===== src/design/fir_pkg.sv =====
// Shared constants and helpers for the FIR filter unit.
`timescale 1ns / 1ps

package fir_pkg;

  localparam int NUM_TAPS = 11;
  localparam int DATA_W   = 32;
  localparam int INDEX_W  = 6;
  localparam int TAP_W    = (NUM_TAPS > 1) ? $clog2(NUM_TAPS) : 1;

  localparam logic [TAP_W-1:0]   TAP_LAST  = TAP_W'(NUM_TAPS - 1);
  localparam logic [INDEX_W:0]   TAP_LIMIT = (INDEX_W + 1)'(NUM_TAPS);

  localparam logic FUNC_COEF   = 1'b0;
  localparam logic FUNC_SAMPLE = 1'b1;

  typedef logic [TAP_W-1:0]  tap_addr_t;
  typedef logic [DATA_W-1:0] word_t;

  function automatic tap_addr_t tap_inc(input tap_addr_t a);
    tap_inc = (a == TAP_LAST) ? '0 : tap_addr_t'(a + 1'b1);
  endfunction

  function automatic tap_addr_t tap_dec(input tap_addr_t a);
    tap_dec = (a == '0) ? TAP_LAST : tap_addr_t'(a - 1'b1);
  endfunction

endpackage


===== src/design/fir_ram.sv =====
// Generic single-write, single-read RAM with registered read data.
`timescale 1ns / 1ps

module fir_ram #(
  parameter int WIDTH = 32,
  parameter int DEPTH = 16,
  localparam int AW = (DEPTH > 1) ? $clog2(DEPTH) : 1
) (
  input  logic             clk,
  input  logic             we,
  input  logic [AW-1:0]    waddr,
  input  logic [WIDTH-1:0] wdata,
  input  logic [AW-1:0]    raddr,
  output logic [WIDTH-1:0] rdata
);

  logic [WIDTH-1:0] mem [DEPTH];

  always_ff @(posedge clk) begin
    if (we) begin
      mem[waddr] <= wdata;
    end
    rdata <= mem[raddr];
  end

endmodule


===== src/design/fir_filter_unit.sv =====
// Top level of the direct-form FIR filter unit.
//
// Input channel (in_valid / in_stall): one beat carries func, tap_index and
// value. func = FUNC_COEF stores value as tap tap_index (indexes past the
// last tap are dropped) and gives no result; the input stays open after it.
// func = FUNC_SAMPLE pushes value into the delay line and gives one result.
// Output channel (out_valid / out_stall): one beat carries filtered, the
// sum of tap[i] * sample[i] over all NUM_TAPS taps, wrapped to 32 bits.
// Taps and samples sit in two RAMs; the delay line is a circular buffer.
// One multiplier steps through the taps, one per cycle, and in_stall stays
// high from a sample's beat until its result is loaded into the output
// register; only then is the next item taken.
// A finished sum holds in the accumulator, with in_stall high, until the
// output register frees up.
// Reset starts a clearing pass that zeroes every entry of both RAMs;
// in_stall stays high during it.
`timescale 1ns / 1ps

module fir_filter_unit (
  input  logic                               clk,
  input  logic                               rst,
  input  logic                               in_valid,
  output logic                               in_stall,
  input  logic                               func,
  input  logic [fir_pkg::INDEX_W-1:0]        tap_index,
  input  logic signed [fir_pkg::DATA_W-1:0]  value,
  output logic                               out_valid,
  input  logic                               out_stall,
  output logic signed [fir_pkg::DATA_W-1:0]  filtered
);

  localparam logic [1:0] ST_CLEAR = 2'd0;
  localparam logic [1:0] ST_IDLE  = 2'd1;
  localparam logic [1:0] ST_RUN   = 2'd2;
  localparam logic [1:0] ST_WAIT  = 2'd3;

  logic [1:0]          state;
  fir_pkg::tap_addr_t  head;
  fir_pkg::tap_addr_t  rptr;
  fir_pkg::tap_addr_t  k;
  logic                rd_v;
  logic                rd_last;
  logic                mul_v;
  logic                mul_last;
  logic                res_ready;
  fir_pkg::word_t      prod;
  fir_pkg::word_t      acc;
  fir_pkg::word_t      coef_rdata;
  fir_pkg::word_t      dl_rdata;

  logic                accept;
  logic                coef_we;
  fir_pkg::tap_addr_t  coef_waddr;
  fir_pkg::word_t      coef_wdata;
  logic                dl_we;
  fir_pkg::tap_addr_t  dl_waddr;
  fir_pkg::word_t      dl_wdata;
  logic                out_free;

  assign in_stall = (state != ST_IDLE);
  assign accept   = in_valid && !in_stall;
  assign out_free = !out_valid || !out_stall;

  always_comb begin
    coef_we    = 1'b0;
    coef_waddr = tap_index[fir_pkg::TAP_W-1:0];
    coef_wdata = $unsigned(value);
    dl_we      = 1'b0;
    dl_waddr   = head;
    dl_wdata   = $unsigned(value);
    if (state == ST_CLEAR) begin
      coef_we    = 1'b1;
      coef_waddr = k;
      coef_wdata = '0;
      dl_we      = 1'b1;
      dl_waddr   = k;
      dl_wdata   = '0;
    end else if (accept) begin
      coef_we = (func == fir_pkg::FUNC_COEF) && ({1'b0, tap_index} < fir_pkg::TAP_LIMIT);
      dl_we   = (func == fir_pkg::FUNC_SAMPLE);
    end
  end

  fir_ram #(
    .WIDTH (fir_pkg::DATA_W),
    .DEPTH (fir_pkg::NUM_TAPS)
  ) u_coef_ram (
    .clk   (clk),
    .we    (coef_we),
    .waddr (coef_waddr),
    .wdata (coef_wdata),
    .raddr (k),
    .rdata (coef_rdata)
  );

  fir_ram #(
    .WIDTH (fir_pkg::DATA_W),
    .DEPTH (fir_pkg::NUM_TAPS)
  ) u_dl_ram (
    .clk   (clk),
    .we    (dl_we),
    .waddr (dl_waddr),
    .wdata (dl_wdata),
    .raddr (rptr),
    .rdata (dl_rdata)
  );

  always_ff @(posedge clk) begin
    if (rst) begin
      state     <= ST_CLEAR;
      head      <= '0;
      rptr      <= '0;
      k         <= '0;
      rd_v      <= 1'b0;
      rd_last   <= 1'b0;
      mul_v     <= 1'b0;
      mul_last  <= 1'b0;
      res_ready <= 1'b0;
      out_valid <= 1'b0;
    end else begin
      rd_v     <= (state == ST_RUN);
      rd_last  <= (state == ST_RUN) && (k == fir_pkg::TAP_LAST);
      mul_v    <= rd_v;
      mul_last <= rd_v && rd_last;
      if (mul_v && mul_last) begin
        res_ready <= 1'b1;
      end
      if ((state == ST_WAIT) && res_ready && out_free) begin
        out_valid <= 1'b1;
      end else if (out_valid && !out_stall) begin
        out_valid <= 1'b0;
      end
      case (state)
        ST_CLEAR: begin
          if (k == fir_pkg::TAP_LAST) begin
            k     <= '0;
            state <= ST_IDLE;
          end else begin
            k <= fir_pkg::tap_inc(k);
          end
        end
        ST_IDLE: begin
          if (accept && (func == fir_pkg::FUNC_SAMPLE)) begin
            rptr  <= head;
            head  <= fir_pkg::tap_inc(head);
            k     <= '0;
            state <= ST_RUN;
          end
        end
        ST_RUN: begin
          rptr <= fir_pkg::tap_dec(rptr);
          if (k == fir_pkg::TAP_LAST) begin
            k     <= '0;
            state <= ST_WAIT;
          end else begin
            k <= fir_pkg::tap_inc(k);
          end
        end
        ST_WAIT: begin
          if (res_ready && out_free) begin
            res_ready <= 1'b0;
            state     <= ST_IDLE;
          end
        end
        default: begin
          state <= ST_IDLE;
        end
      endcase
    end
  end

  always_ff @(posedge clk) begin
    if (rd_v) begin
      prod <= coef_rdata * dl_rdata;
    end
    if (accept && (func == fir_pkg::FUNC_SAMPLE)) begin
      acc <= '0;
    end else if (mul_v) begin
      acc <= acc + prod;
    end
    if ((state == ST_WAIT) && res_ready && out_free) begin
      filtered <= $signed(acc);
    end
  end

endmodule


===== config.mk =====
export PLATFORM = sky130hd
export DESIGN_NAME = fir_filter_unit
export DESIGN_NICKNAME = d
export VERILOG_FILES = /design/src/design/fir_pkg.sv /design/src/design/fir_ram.sv /design/src/design/fir_filter_unit.sv
export SDC_FILE = /design/constraint.sdc
export NUM_CORES = 2
export LEC_CHECK = 0
export BUFFER_PORTS_ARGS = -buffer_cell sky130_fd_sc_hd__clkbuf_2
export CAP_MARGIN = 40
export CORE_ASPECT_RATIO = 1.2
export CORE_MARGIN = 5
export CORE_UTILIZATION = 45
export CTS_CLUSTER_DIAMETER = 120
export DETAILED_ROUTE_END_ITERATION = 12
export MAX_ROUTING_LAYER = met4
export PLACE_DENSITY = 0.69
export SLEW_MARGIN = 20
export SYNTH_ARGS = -nofsm -noshare
export SYNTH_HDL_FRONTEND = slang
export SYNTH_SLANG_ARGS = --single-unit

===== constraint.sdc =====
create_clock -name clk -period 7 [get_ports clk]
set_input_delay 2.1 -clock clk [delete_from_list [all_inputs] [get_ports clk]]
set_output_delay 2.1 -clock clk [all_outputs]
set_load 0.1 [all_outputs]

; Word level (Yosys, flattened, before mapping)
; Memories as Yosys holds them, arrays and structs flattened. A register that Yosys moved wholly into a read port is not among the register bits.
; Index checks and enable logic that the tools add are counted.
[classes]
reduce_logical = 24
eq_ne = 10
muxes = 28
multipliers = 1
addsub = 4
bitwise_logic = 1
magnitude_cmp = 1
[op_table]
columns = cell, n
row1 = $add A32 B32 Y32, 1
row2 = $mul A32 B32 Y32, 1
row3 = $mux W32, 1
row4 = $mux W4, 7
row5 = $pmux W4 S2, 2
row6 = $mux W1, 13
row7 = $logic_and A1 B1 Y1, 10
row8 = $add A4 B1 Y4 const B, 2
row9 = $eq A4 B4 Y1 const B, 2
row10 = $mux W2, 4
row11 = $ne A2 B1 Y1 const B, 4
row12 = $pmux W2 S4, 1
row13 = $lt A6 B4 Y1 const B, 1
row14 = $reduce_and A2 Y1, 3
row15 = $reduce_bool A2 Y1, 3
row16 = $eq A2 B2 Y1 const B, 2
row17 = $logic_not A4 Y1, 1
row18 = $reduce_and A4 Y1, 1
row19 = $sub A4 B1 Y4 const B, 1
row20 = $logic_not A1 Y1, 3
row21 = $eq A2 B1 Y1 const B, 1
row22 = $logic_not A2 Y1, 1
row23 = $ne A2 B2 Y1 const B, 1
row24 = $reduce_or A2 Y1, 1
row25 = 2 further kinds, 2
[word_totals]
mem_count = 2
register_bits = 116
input_bits = 43
out_inout_bits = 34
ram_bits = 704
[memory_table]
columns = memory, words, width, read_ports, rd_ports_with_merged_regs, wr, line
row1 = u_coef_ram.mem, 11, 32, 1, 1, 1, fir_ram.sv:17  ; logic [WIDTH-1:0] mem [DEPTH];
row2 = u_dl_ram.mem, 11, 32, 1, 1, 1, fir_ram.sv:17

; Logic depth before layout (Yosys ltp)
[depth]
depth_word = 7
mapped_depth = 27
depth_no_buf = 25

; By module
; Synthesis repeated with hierarchy kept, for this count alone.
[unflattened]
cells_unflattened = 3845
area_unflattened_um2 = 50694.9
[modules_own_cells]
columns = mod, area_each_um2, cells_each, instances
row1 = fir_ram, 14642.8, 770, 2
row2 = fir_filter_unit, 21409.3, 2305, 1

; Worst setup path before layout
; OpenSTA, ideal clock, no wires.
[synth_timing]
kind = reg2reg
startpoint = reg u_dl_ram.rdata[3] (read register of u_dl_ram.mem)
endpoint = reg prod[31] (data pin)
setup_ns = 0.260
path_stages_with_launch = 26
path_slack_ns = 0.085
required_time_ns = 6.740
arrival_time_ns = 6.655
path_cell_list = dfxtp_1 -> clkbuf_1 -> clkbuf_1 -> and2_1 -> fa_1 -> inv_1 -> fa_1 -> fa_1 -> fa_1 -> inv_1 -> fa_1 -> inv_1 -> fa_1 -> inv_1 -> fa_1 -> fa_1 -> ha_1 -> and4_1 -> a21oi_1 -> o221ai_1 -> o21bai_1 -> a221o_1 -> a21oi_1 -> o21a_1 -> o21ai_0 -> xnor2_1
[synth_between]
elab_chain_len = 1
[synth_rtl]
columns = item, line
row1 = "start, declared", fir_ram.sv:14  ; output logic [WIDTH-1:0] rdata
row2 = $mul A32 B32 Y32, fir_filter_unit.sv:174  ; prod <= coef_rdata * dl_rdata;
row3 = "end signal, assigned", fir_filter_unit.sv:174
row4 = "end, declared", fir_filter_unit.sv:46  ; fir_pkg::word_t prod;
; Every way passes these cells.
; A chain may end at the register's enable or synchronous reset.

; Worst setup path in the final report
[layout_timing]
startpoint = reg u_coef_ram.rdata[11] (read register of u_coef_ram.mem)
endpoint = reg prod[31] (data pin)
[layout_between]
elab_chain_len = 1
[layout_rtl]
columns = item, line
row1 = "start, declared", fir_ram.sv:14
row2 = $mul A32 B32 Y32, fir_filter_unit.sv:174
; Every way passes these cells.

==> results.yml <==
die:
  start_util_pct: 45.3
  die_h_um: 374
  die_x_um: 313
  ioPinCount: 77
  core-area_um2: 109000
  fp-row-count: 133
  die_area_um2: 117000
sta:
  hold_violations: 0
  drv_slew: 0
  setup_viol: 0
  max_clock_freq_mhz: 147
  skew_ns: 0.0313
  slew_headroom_pct: 39.7
  setup_ws_ns: 0.211
  worst_slew_pin_slew_ns: 0.895
  min_period_ns: 6.79
  rsz0062_at_grt: "true"
  fin_crit_sh_pct: 97.0
finish:
  fin_nets: 4412
  final.fill_count: 9213
  syn2layout_area_growth_pct: 12.2
  drive_above_1_share_pct: 15.0
  final_util_pct: 50.8
worst_setup_path:
  cp_cell_sequence: "and2_4 > fa_1 > fa_1 > fa_1 > inv_2 > fa_1 > inv_1 > fa_1 > inv_1 > fa_1 > inv_1 > fa_1 > fa_2 > ha_4 > and4_4 > a21oi_2 > o221ai_2 > o21bai_4 > a221o_1 > a21oi_2 > o21a_1 > o21ai_1 > xnor2_1"
  cpMaxStageDelayCell: "fa_2"
  r2r-end: "prod[31]"
  cp.arrival_ns: 7.22
  critPathKind: "flip-flop to flip-flop"
  crit_buf_inv: 4
  required_ns: 7.43
  crit_path_frequent_cell: "fa_1"
  reg2regPathDepth: 23
  start_kind: "flip-flop"
  critical_path.top_delay_family: "adder cells"
  startpoint: "u_coef_ram.rdata[11]"
  endpoint_kind: "flip-flop"
  cp_max_fo: 5
  r2r_slack_ns: 0.21
  r2r-start: "u_coef_ram.rdata[11]"
  max_stage_delay_ns: 0.61
cts:
  clk_latency_ns: 0.68
  clk_pin_slew_ns: 0.06
  hold_buffers: 0
  ctsHtreeMaxLevel: 3
  cts_made_buffers: 86
  root_buffer: "clkbuf_16"
  clk_path_buf_depth: 3
  numClockSinks: 884
  cts_tree: "built"
synth:
  synth_seq_cells: 884
  syn_avg_cell_area_um2: 13.6
  syn_inst: 3647
  syn_area_um2: 49600
  synth-main-ff-cell: "edfxtp_1"
  syn_nets: 4261
  async_reset_ff_share_pct: 0
  synth_edf_count: 768
  synth_cell_types: 63
  yosys_warnings: 0
  seq_area_frac_synth_pct: 51.2
grt:
  antenna_found_initial: 4
  grt_max_degree: 73
  first_global_vias: 30600
  grt.total_usage_pct: 21.1
  overflow: 0
  grt_pass1_wl_um: 183000
hold_path:
  worstHoldStart: "rd_last"
  min-delay-path-class: "flip-flop to flip-flop"
  holdPathEnd: "mul_last"
  whs_path_depth: 1
drt:
  routed_wl_um: 119000
  viasPerCell: 5.46
  num_vias: 28800
  wl_per_cell_um: 22.6
  drt_pass1_iterations: 7
  ant_nets: 0
  drtIter0Drc: 2179
  drc: 0
place:
  port_buffers: 76
  pre_cts_ws_ns: 0.0732
  gp_congestion: 0.912
  hpwl_um: 83500
run:
  cap_violations: 0
status:
  status: "finished clean"
state kept, by name (all words and copies together), names as in the netlist:
| name | cells |
|---|---|
| u_coef_ram.mem | 352 |
| u_dl_ram.mem | 352 |
| acc | 32 |
| filtered | 32 |
| prod | 32 |
| u_coef_ram.rdata | 32 |
| u_dl_ram.rdata | 32 |
| head | 4 |
| k | 4 |
| rptr | 4 |
| state | 2 |
| mul_last | 1 |
| mul_v | 1 |
| out_valid | 1 |
| rd_last | 1 |
| rd_v | 1 |
| res_ready | 1 |
cell usage in the layout, fill, tap and decap left out, drive strengths merged, types with 29 or more instances in the layout:
master and instances:
edfxtp 768, inv 415, fa 409, nand2 366, and2 280, clkbuf 189
buf 167, ha 162, mux2i 145, mux4 128, dfxtp 116, o21ai 109
nor2 89, xnor2 80, a21oi 78, o211ai 65, nor2b 39, clkinv 35
xor2 29
layout make-up:
type / count / area, um2 / area share, %
inverters: 414 / 1550 / 2.79
clock buffers: 111 / 2360 / 4.23
clock inverters: 46 / 463 / 0.832
flip-flops and latches: 884 / 25400 / 45.7
well taps: 1417 / 1770 / 3.18
repair buffers: 245 / 1880 / 3.37
multi-input cells: 2167 / 22200 / 39.9
diodes: 2 / 5.00 / 0.00899
worst reg2reg max path, delay by kind of cell, from the launching register on:
| family | cells | cell delay, ns |
|---|---|---|
| compound gates | 7 | 1.20 |
| simple gates | 2 | 0.35 |
| fa+ha+maj | 9 | 4.33 |
| buf+inv | 4 | 0.20 |
| flops | 1 | 0.35 |
| xor+xnor | 1 | 0.13 |
cell families (layout without fill, tap and decap cells):
logic type / Yosys count / after routing / share of synthesized area [%]
DFF: 884 / 884 / 51.2
and+or+nand+nor: 864 / 864 / 8.57
buffers and inverters: 596 / 816 / 4.53
adders and majority gates: 571 / 571 / 20.6
AOI/OAI and AO/OA: 350 / 350 / 4.48
muxes: 273 / 273 / 8.74
xor gates and xnor gates: 109 / 109 / 1.92
other: 0 / 2 / 0
cell usage after synthesis, types with 7 or more instances:
library cell  instances  area share [%]
a211oi_1             11            0.17
a21o_1               19            0.29
a21oi_1              75            0.76
a31oi_1              11            0.14
and2_1              280             3.5
buf_1                29            0.22
buf_2                10            0.10
clkbuf_1            143             1.1
dfxtp_1             116             4.7
edfxtp_1            768              46
fa_1                409              17
ha_1                162             4.1
inv_1               413             3.1
mux2i_1             145             2.9
mux4_2              128             5.8
nand2_1             366             2.8
nand2b_1              8            0.10
nand3_1              24            0.24
nor2_1               89            0.67
nor2b_1              39            0.49
nor3_1               19            0.19
o211ai_1             65            0.98
o21a_1               14            0.21
o21ai_0             104             1.0
o21bai_1              7            0.11
xnor2_1              80             1.4
xor2_1               29            0.51
worst max path at each step:
stage | end | slack, ns | depth (start not counted)
global placement | prod[31] | 0.08 | 23
floorplan | prod[31] | 0.08 | 25
finish | prod[31] | 0.21 | 23
CTS | prod[31] | 0.08 | 23
global route | prod[31] | -0.01 | 23
detailed placement | prod[31] | 0.07 | 23
per-layer routing:
layer / vias up / global-route usage, % / wire (um)
met5: - / - / 0
met4: 0 / 8.21 / 5320
met3: 235 / 2.87 / 5940
met2: 840 / 36.4 / 62400
met1: 14900 / 25.2 / 45600
li1: 12800 / - / -
through the flow:
step	hold WS [ns]	area, um2	setup TNS (ns)	cells
after floorplan	0.406	49600	0	3647
after global placement	0.411	52400	0	5092
after detailed placement	0.412	52700	0	5122
after CTS	0.394	55600	0	5279
after global routing	0.410	55700	-0.0196	5285
final	0.401	55700	0	5286
what timing repair did:
action                                  in CTS  in global routing
gates resized for setup                      0                 24
endpoints found under the setup margin       0                  6
setup buffers                                0                  1
Power is left out: the tool's default activity adds up to more than one toggle a clock period on the data nets, which glitch-free logic cannot reach.
